--- config.mk ---
export PLATFORM = sky130hd
export DESIGN_NAME = shell_sort_engine_core
export DESIGN_NICKNAME = d
export VERILOG_FILES = /design/src/design/sse_pkg.sv /design/src/design/sse_sort_seq.sv /design/src/design/shell_sort_engine_core.sv
export SDC_FILE = /design/constraint.sdc
export NUM_CORES = 2
export LEC_CHECK = 0
export BUFFER_PORTS_ARGS = -buffer_cell sky130_fd_sc_hd__clkbuf_2
export CAP_MARGIN = 20
export CORE_ASPECT_RATIO = 0.8
export CORE_MARGIN = 5
export CORE_UTILIZATION = 32
export CTS_BUF_LIST = sky130_fd_sc_hd__clkbuf_8
export DETAILED_ROUTE_END_ITERATION = 8
export GPL_TIMING_DRIVEN = 1
export PLACE_DENSITY = 0.49
export SYNTH_ARGS = -nofsm -noshare
export SYNTH_HDL_FRONTEND = slang
export SYNTH_SLANG_ARGS = --single-unit
--- constraint.sdc ---
create_clock -name i_clk -period 6 [get_ports i_clk]
set_input_delay 1.2 -clock i_clk [delete_from_list [all_inputs] [get_ports i_clk]]
set_output_delay 1.2 -clock i_clk [all_outputs]
set_load 0.1 [all_outputs]
--- src/design/sse_pkg.sv ---
// ----------------------------------------------------------------------------
// Shell sort engine package
// Shared types and constants for the shell sort engine core and its sort
// sequencer.
// ----------------------------------------------------------------------------
package sse_pkg;

    // Width of one stored element.
    localparam int DATA_W = 32;

    // Top level control states.
    typedef enum logic [1:0] {
        ST_LOAD,
        ST_SORT,
        ST_OUT_RD,
        ST_OUT_WAIT
    } t_top_state;

    // Sort sequencer states.
    typedef enum logic [2:0] {
        SQ_IDLE,
        SQ_CHECK,
        SQ_PICK,
        SQ_PICK_WAIT,
        SQ_CMP,
        SQ_PLACE
    } t_seq_state;

    // Status reported by the sort sequencer to the top level.
    typedef struct packed {
        logic busy;
        logic done;
    } t_seq_stat;

endpackage

--- src/design/sse_sort_seq.sv ---
// ----------------------------------------------------------------------------
// Shell sort sequencer
// Walks the element store with a halving gap and performs a gapped insertion
// per pass, one memory read and at most one memory write per cycle.
// ----------------------------------------------------------------------------
module sse_sort_seq
    import sse_pkg::*;
#(
    parameter int MAX_ELEMS = 64,
    localparam int AW = $clog2(MAX_ELEMS),
    localparam int CW = $clog2(MAX_ELEMS + 1)
) (
    input  logic                     i_clk,
    input  logic                     i_rst_n,
    input  logic                     i_start,
    input  logic [CW-1:0]            i_count,
    input  logic signed [DATA_W-1:0] i_rdata,
    output logic [AW-1:0]            o_raddr,
    output logic                     o_we,
    output logic [AW-1:0]            o_waddr,
    output logic signed [DATA_W-1:0] o_wdata,
    output t_seq_stat                o_stat
);

    t_seq_state               r_state, n_state;
    logic [CW-1:0]            r_n, n_n;
    logic [CW-1:0]            r_gap, n_gap;
    logic [CW-1:0]            r_i, n_i;
    logic [CW-1:0]            r_pos, n_pos;
    logic signed [DATA_W-1:0] r_picked, n_picked;

    logic [CW-1:0] idx_less_gap;
    logic [CW-1:0] pos_less_gap;
    logic [CW-1:0] pos_less_2gap;

    // Neighbor positions one gap below the current index and position, and two gaps below the position.
    assign idx_less_gap  = r_i - r_gap;
    assign pos_less_gap  = r_pos - r_gap;
    assign pos_less_2gap = pos_less_gap - r_gap;

    // State register.
    always_ff @(posedge i_clk) begin
        if (!i_rst_n) begin
            r_state <= SQ_IDLE;
        end else begin
            r_state <= n_state;
        end
    end

    // Pass and insertion registers; only meaningful while a sort runs.
    always_ff @(posedge i_clk) begin
        r_n      <= n_n;
        r_gap    <= n_gap;
        r_i      <= n_i;
        r_pos    <= n_pos;
        r_picked <= n_picked;
    end

    // Next state and memory accesses.
    always_comb begin
        n_state     = r_state;
        n_n         = r_n;
        n_gap       = r_gap;
        n_i         = r_i;
        n_pos       = r_pos;
        n_picked    = r_picked;
        o_raddr     = r_i[AW-1:0];
        o_we        = 1'b0;
        o_waddr     = r_pos[AW-1:0];
        o_wdata     = r_picked;
        o_stat.done = 1'b0;
        o_stat.busy = (r_state != SQ_IDLE);

        case (r_state)
            SQ_IDLE: begin
                if (i_start) begin
                    n_n     = i_count;
                    n_gap   = i_count >> 1;
                    n_i     = i_count >> 1;
                    n_state = SQ_CHECK;
                end
            end
            SQ_CHECK: begin
                // End of a pass halves the gap; a zero gap ends the sort.
                if (r_gap == '0) begin
                    o_stat.done = 1'b1;
                    n_state     = SQ_IDLE;
                end else if (r_i >= r_n) begin
                    n_gap = r_gap >> 1;
                    n_i   = r_gap >> 1;
                end else begin
                    n_state = SQ_PICK;
                end
            end
            SQ_PICK: begin
                o_raddr = r_i[AW-1:0];
                n_state = SQ_PICK_WAIT;
            end
            SQ_PICK_WAIT: begin
                n_picked = i_rdata;
                n_pos    = r_i;
                o_raddr  = idx_less_gap[AW-1:0];
                n_state  = SQ_CMP;
            end
            SQ_CMP: begin
                // A greater neighbor moves up one gap; otherwise the picked
                // element settles in the current position.
                o_we = 1'b1;
                if (i_rdata > r_picked) begin
                    o_wdata = i_rdata;
                    n_pos   = pos_less_gap;
                    if (pos_less_gap >= r_gap) begin
                        o_raddr = pos_less_2gap[AW-1:0];
                    end else begin
                        n_state = SQ_PLACE;
                    end
                end else begin
                    n_i     = r_i + CW'(1);
                    n_state = SQ_CHECK;
                end
            end
            SQ_PLACE: begin
                o_we    = 1'b1;
                n_i     = r_i + CW'(1);
                n_state = SQ_CHECK;
            end
            default: begin
                n_state = SQ_IDLE;
            end
        endcase
    end

    // The compare position always has a neighbor one gap below it.
    a_cmp_has_neighbor: assert property (@(posedge i_clk) disable iff (!i_rst_n)
        (r_state == SQ_CMP) |-> (r_pos >= r_gap) && (r_pos < r_n))
        else $error("compare position without a lower neighbor");

    // Every store write stays inside the batch.
    a_write_in_batch: assert property (@(posedge i_clk) disable iff (!i_rst_n)
        o_we |-> ({1'b0, o_waddr} < {1'b0, r_n}))
        else $error("sort write beyond the element count");

    // Every pick runs with a nonzero gap no larger than half the batch.
    a_gap_bound: assert property (@(posedge i_clk) disable iff (!i_rst_n)
        (r_state == SQ_PICK) |-> (r_gap != '0) && (r_gap <= (r_n >> 1)))
        else $error("gap out of range");

endmodule

--- src/design/shell_sort_engine_core.sv ---
// ----------------------------------------------------------------------------
// Shell sort engine core
// Collects signed elements into an on-chip store, sorts them by Shell sort on
// the final item and streams them out in ascending order.
// ----------------------------------------------------------------------------
// Sequence: items are taken while ready is high; after the final item the
//   sort runs each insertion through check, pick, pick wait and a compare
//   per neighbor examined, plus a place step at the bottom, and halves the
//   gap at each pass end; results then leave one at a time, each read
//   starting once the previous result is taken. Ready is low from the
//   final item until the last result is in the output register.
// Reset: clears the state machines, element count, overflow flag and output
//   valid; the store contents are not cleared.
module shell_sort_engine_core
    import sse_pkg::*;
#(
    parameter int MAX_ELEMS = 64
) (
    input  logic                     i_clk,
    input  logic                     i_rst_n,
    input  logic                     i_valid,
    output logic                     o_ready,
    input  logic signed [DATA_W-1:0] i_value,
    input  logic                     i_final_item,
    output logic                     o_valid,
    input  logic                     i_ready,
    output logic signed [DATA_W-1:0] o_sorted_value,
    output logic                     o_final_result,
    output logic                     o_dropped
);

    localparam int AW = $clog2(MAX_ELEMS);
    localparam int CW = $clog2(MAX_ELEMS + 1);

    t_top_state               r_state, n_state;
    logic [CW-1:0]            r_count, n_count;
    logic                     r_ovf, n_ovf;
    logic [AW-1:0]            r_k, n_k;
    logic                     r_out_valid, n_out_valid;
    logic signed [DATA_W-1:0] r_out_value, n_out_value;
    logic                     r_out_final, n_out_final;
    logic                     r_out_dropped, n_out_dropped;

    logic signed [DATA_W-1:0] r_mem [MAX_ELEMS];
    logic signed [DATA_W-1:0] r_rdata;
    logic                     mem_we;
    logic [AW-1:0]            mem_waddr;
    logic signed [DATA_W-1:0] mem_wdata;
    logic [AW-1:0]            mem_raddr;

    logic                     in_xfer;
    logic                     out_xfer;
    logic                     has_room;
    logic                     k_last;
    logic                     seq_start;
    logic [AW-1:0]            seq_raddr;
    logic                     seq_we;
    logic [AW-1:0]            seq_waddr;
    logic signed [DATA_W-1:0] seq_wdata;
    t_seq_stat                seq_stat;

    assign in_xfer  = i_valid && o_ready;
    assign out_xfer = r_out_valid && i_ready;
    assign has_room = (r_count < CW'(MAX_ELEMS));
    assign k_last   = ((CW'(r_k) + CW'(1)) == r_count);

    assign o_ready        = (r_state == ST_LOAD);
    assign o_valid        = r_out_valid;
    assign o_sorted_value = r_out_value;
    assign o_final_result = r_out_final;
    assign o_dropped      = r_out_dropped;

    // Sort sequencer.
    sse_sort_seq #(
        .MAX_ELEMS (MAX_ELEMS)
    ) u_seq (
        .i_clk   (i_clk),
        .i_rst_n (i_rst_n),
        .i_start (seq_start),
        .i_count (n_count),
        .i_rdata (r_rdata),
        .o_raddr (seq_raddr),
        .o_we    (seq_we),
        .o_waddr (seq_waddr),
        .o_wdata (seq_wdata),
        .o_stat  (seq_stat)
    );

    // Element store: one write port and one registered read port.
    always_ff @(posedge i_clk) begin
        if (mem_we) begin
            r_mem[mem_waddr] <= mem_wdata;
        end
        r_rdata <= r_mem[mem_raddr];
    end

    // Control state registers.
    always_ff @(posedge i_clk) begin
        if (!i_rst_n) begin
            r_state     <= ST_LOAD;
            r_count     <= '0;
            r_ovf       <= 1'b0;
            r_out_valid <= 1'b0;
        end else begin
            r_state     <= n_state;
            r_count     <= n_count;
            r_ovf       <= n_ovf;
            r_out_valid <= n_out_valid;
        end
    end

    // Readout index and output payload.
    always_ff @(posedge i_clk) begin
        r_k           <= n_k;
        r_out_value   <= n_out_value;
        r_out_final   <= n_out_final;
        r_out_dropped <= n_out_dropped;
    end

    // Next state, store access arbitration and output register loading.
    always_comb begin
        n_state       = r_state;
        n_count       = r_count;
        n_ovf         = r_ovf;
        n_k           = r_k;
        n_out_valid   = r_out_valid && !out_xfer;
        n_out_value   = r_out_value;
        n_out_final   = r_out_final;
        n_out_dropped = r_out_dropped;
        mem_we        = 1'b0;
        mem_waddr     = r_count[AW-1:0];
        mem_wdata     = i_value;
        mem_raddr     = r_k;
        seq_start     = 1'b0;

        case (r_state)
            ST_LOAD: begin
                // Store the element if there is room, else note the drop.
                if (in_xfer) begin
                    if (has_room) begin
                        mem_we  = 1'b1;
                        n_count = r_count + CW'(1);
                    end else begin
                        n_ovf = 1'b1;
                    end
                    if (i_final_item) begin
                        seq_start = 1'b1;
                        n_state   = ST_SORT;
                    end
                end
            end
            ST_SORT: begin
                mem_we    = seq_we;
                mem_waddr = seq_waddr;
                mem_wdata = seq_wdata;
                mem_raddr = seq_raddr;
                if (seq_stat.done) begin
                    n_k     = '0;
                    n_state = ST_OUT_RD;
                end
            end
            ST_OUT_RD: begin
                // Read the next element once the output register is free.
                mem_raddr = r_k;
                if (!r_out_valid) begin
                    n_state = ST_OUT_WAIT;
                end
            end
            ST_OUT_WAIT: begin
                n_out_valid   = 1'b1;
                n_out_value   = r_rdata;
                n_out_final   = k_last;
                n_out_dropped = r_ovf;
                if (k_last) begin
                    n_count = '0;
                    n_ovf   = 1'b0;
                    n_state = ST_LOAD;
                end else begin
                    n_k     = r_k + AW'(1);
                    n_state = ST_OUT_RD;
                end
            end
            default: begin
                n_state = ST_LOAD;
            end
        endcase
    end

    // The element count never passes the store capacity.
    a_count_bound: assert property (@(posedge i_clk) disable iff (!i_rst_n)
        r_count <= CW'(MAX_ELEMS))
        else $error("element count beyond capacity");

    // The sequencer runs and writes the store only in the sort state.
    a_seq_in_sort: assert property (@(posedge i_clk) disable iff (!i_rst_n)
        (seq_stat.busy || seq_we) |-> (r_state == ST_SORT))
        else $error("sequencer active outside the sort state");

    // A sort start always finds the sequencer idle.
    a_start_idle: assert property (@(posedge i_clk) disable iff (!i_rst_n)
        seq_start |-> !seq_stat.busy)
        else $error("sort started while sequencer busy");

    // The output register is empty whenever a new result is loaded.
    a_out_free: assert property (@(posedge i_clk) disable iff (!i_rst_n)
        (r_state == ST_OUT_WAIT) |-> !r_out_valid)
        else $error("result loaded over a pending result");

    // Readout never runs past the batch.
    a_k_bound: assert property (@(posedge i_clk) disable iff (!i_rst_n)
        (r_state == ST_OUT_WAIT) |-> (CW'(r_k) < r_count))
        else $error("readout index beyond the element count");

endmodule
==> metrics <==
Antenna Violating Nets Remaining=0; ranking of synthesized cells by area=edfxtp_1, mux2i_1, nand2_1; share of the synthesized area in the top cell type=72.8%; CP required=just under 7000 ps; yosys warns=0; MaxCap Viol Count=0; total routing resource utilization after global routing=20.2%; FF-to-FF setup slack=80 ps; Least-Margin Pin Slew=1130 ps; starting utilization of the core area=32.2%; status=finished, violations left; depth of the worst register-to-register path=24; clock latency at the later pin of the worst-skew pair=1000 ps; horizontal die dimension=598 um; unique cell type count in the Yosys netlist=74; final standard cell count with taps included and fillers excluded=10,500; clock period minus final worst setup slack=5920 ps; net count after synthesis=6,028; mean instance size in the synthesized netlist=approximately 15 um2; area fraction in and, or, nand and nor cells after synthesis=about 7.8%; Via-to-Cell Ratio=5.41; Setup Crit Path Kind=reg2reg; library cell occupying the most area in the post-synthesis netlist=edfxtp_1; fraction of final layout cells with drive strength greater than 1=19.3%; wire length per cell after detailed routing=around 29 um; Crit-path slowest cell=or4b_4; instance count on the critical path=24; clock sink total=about 2,200; Core Region=275,000 um2; First DRT Iteration DRCs=6,519; maximum buffer depth of the clock tree=4; number of flops mapped to enable cells by yosys=2,147; switching part of the total=40.0%; async set or reset register ratio after synthesis=0%; Hold Path Cell Cnt=0; IO Count=73; final setup violating endpoints=0; instance count after placement with tap cells included=9,874; cell count after synthesis=5,925; Clk pwr share=21.4%; leading cell type in the layout, fill and taps excluded=edfxtp_1; Synth Area in Compound Gates=8.50%; Syn Std Cell Area=88,600 um2; startpoint type of the worst setup path=register; layout overhead on the synthesized area=19.5%; largest family of logic cells by synthesized area=compound AO/OA/AOI/OAI gates; power density relative to cell area=534 nW/um2; via count of the first global-routing pass=54,400; first-pass GRT wire length=420,000 um; Post-DP HPWL=185,000 um; Data arrival, critical path=6770 ps; violations in the final reports=design-rule violations; top library cells by usage in the layout, fill and taps aside=edfxtp_1, nand2_1, buf_4; standard-cell rows=between 150 and 200; flop and latch count out of synthesis=2,193; leakage power figure=36.8 nW; clock buffer count from CTS=about 360; achievable frequency=169 MHz; crit path buf inv count=6; sequential power share=34.6%; worst-path cell chain=inv_1 > ha_1 > inv_1 > fa_1 > a21o_1 > a21oi_1 > xnor2_1 > ha_1 > nand4_1 > nor2_1 > a21oi_1 > nand3_1 > or4b_4 > and2_1 > o211a_4 > buf_4 > nand2_1 > buf_12 > buf_4 > buf_4 > a211oi_1 > nor4_2 > a22oi_2 > and3_1; die boundary height=481 um; Hold Fails Final Rpt=0; Period Utilization, post-route=a little over nine tenths; largest fanout of any net on the critical path=20; number of antenna violations at the first check in global routing=22; flip-flop cell with the highest count after synthesis=edfxtp_1; CTS tree=done; adder-cell share of the synthesized area=0.957%; share of cell area taken by muxes after synthesis=6.26%; Logic pwr share=about 44%; Critical Path Max Stage Delay=520 ps; DRC violations left=3; clk_skew=approximately 62 ps; die area=between 200,000 and 300,000 um2; Relative slew margins=roughly a quarter; P_sw=about 0.023 W; kind of capture point of the worst setup path=register; most frequent CP cell=buf_4; post-route core utilization=38.5%; number of levels the H-tree was split into=5; fraction of the yosys area taken by sequential cells=73.8%; Clk pin slew, worst setup/hold paths=70 ps; net count of the finished layout=6,697; sum of overflow across all layers after global routing=0; path class of the lowest-slack min-delay path=reg2reg; IO buf count=72; IR drop worst, VDD=0.238 mV; Int Power=0.0339 W; largest net degree at the start of global routing=65; length of the first detailed-routing pass in iterations=8; clock tree root buffer cell=clkbuf_8; post-synthesis share of cell area spent on xor and xnor gates=0.257%; Max Slew Vio Count=0; overall routed net length=roughly 300,000 um; total via count in the routed design=roughly 57,000; family with the most delay on the worst path=simple AND/OR/NAND/NOR gates; GPL Wtd Cong=roughly 0.85
[stage by stage]
step	total power, W	hold slack [ps]	cell area, um2	setup slack (ps)	TNS, ps
floorplan	0.0317	409	88600	562	0
CTS	0.0563	420	106000	27.6	0
detailed placement	0.0441	437	99100	-234	-528
finish	0.0566	459	106000	75.3	0
global placement	0.0440	418	99100	-360	-795
global route	0.0588	471	106000	-13.3	-22.3
[cell usage after synthesis, types with 11 or more instances]
master / count
a22oi_1: 39
o22ai_1: 27
and2_1: 13
buf_4: 30
o2111ai_1: 22
dfxtp_1: 46
and3_1: 32
ha_1: 63
nand3_1: 311
nand4_1: 33
edfxtp_1: 2147
a211oi_1: 144
clkbuf_1: 229
nand2_1: 975
o31a_1: 41
inv_1: 76
xnor2_1: 11
buf_1: 45
a221oi_1: 42
or4_1: 13
buf_2: 65
a32oi_1: 122
nor2b_1: 11
a21boi_0: 23
nor2_1: 149
o21a_1: 16
a31oi_1: 47
xor2_1: 15
buf_6: 16
a22o_1: 31
o21ai_0: 39
nor3_1: 17
nor4_1: 24
a311oi_1: 15
mux4_2: 52
a21o_1: 31
o211ai_1: 36
mux2i_1: 426
a21oi_1: 331
a311o_1: 24
[metal layers]
metal | up-vias | share of wire, % | GRT usage (%)
met5 | - | 0.0090 | 0
met4 | 4 | 2.3 | 5.14
met3 | 396 | 9.2 | 4.04
met2 | 2668 | 42 | 29.1
met1 | 29500 | 46 | 31.1
li1 | 24400 | - | -
[path summary, 6_finish.rpt]
path                                          startpoint                   to
worst max register to register  u_seq.r_pos[0]$_DFFE_PP_   r_rdata[3]$_DFF_P_
worst min register to register        r_ovf$_SDFFE_PN0P_  o_dropped$_DFFE_PP_
worst max-delay path            u_seq.r_pos[0]$_DFFE_PP_   r_rdata[3]$_DFF_P_
worst min-delay path                  r_ovf$_SDFFE_PN0P_  o_dropped$_DFFE_PP_
[state kept, by name, indices dropped and copies added, names as in the netlist]
signal          count
r_rdata            32
o_valid             1
o_final_result      1
u_seq.r_n           7
r_mem            2048
r_count             7
u_seq.r_gap         6
r_ovf               1
u_seq.r_picked     32
u_seq.r_pos         7
u_seq.r_state       3
u_seq.r_i           7
r_k                 6
o_dropped           1
o_sorted_value     32
r_state             2
[final cells by class]
class / count / area [um2]
multi-input combinational: 3264 / 22200
clock inverter: 254 / 1240
timing repair buffer: 701 / 7040
inverter: 76 / 285
clock buffer: 377 / 5190
fill: 25800 / 169000
antenna: 9 / 22.5
sequential: 2193 / 65400
tap: 3654 / 4570
[logic make-up after synthesis]
group / count (synthesis)
adder cells (fa/ha/maj): 66
multiplexers: 485
AO/OA/AOI/OAI: 1078
AND/OR/NAND/NOR: 1609
XOR/XNOR: 26
flip-flops: 2193
buffers and inverters: 468
[power groups by stage]
| stage | clock (W) | combinational [W] | sequential, W |
|---|---|---|---|
| floorplan | 0 | 0.0119 | 0.0198 |
| global placement | 0 | 0.0241 | 0.0198 |
| detailed placement | 0 | 0.0242 | 0.0198 |
| CTS | 0.0124 | 0.0244 | 0.0195 |
| global route | 0.0131 | 0.0262 | 0.0196 |
| finish | 0.0121 | 0.0249 | 0.0195 |
[what timing repair did]
item,in CTS,in global routing
endpoints found under the hold margin,0,0
pin swaps,0,5
buffers inserted,0,10
gates cloned,0,2
setup endpoints to repair,4,29
hold buffers,0,0
gates resized for setup,6,21
No activity file was read; power rests on OpenSTA's default activity.
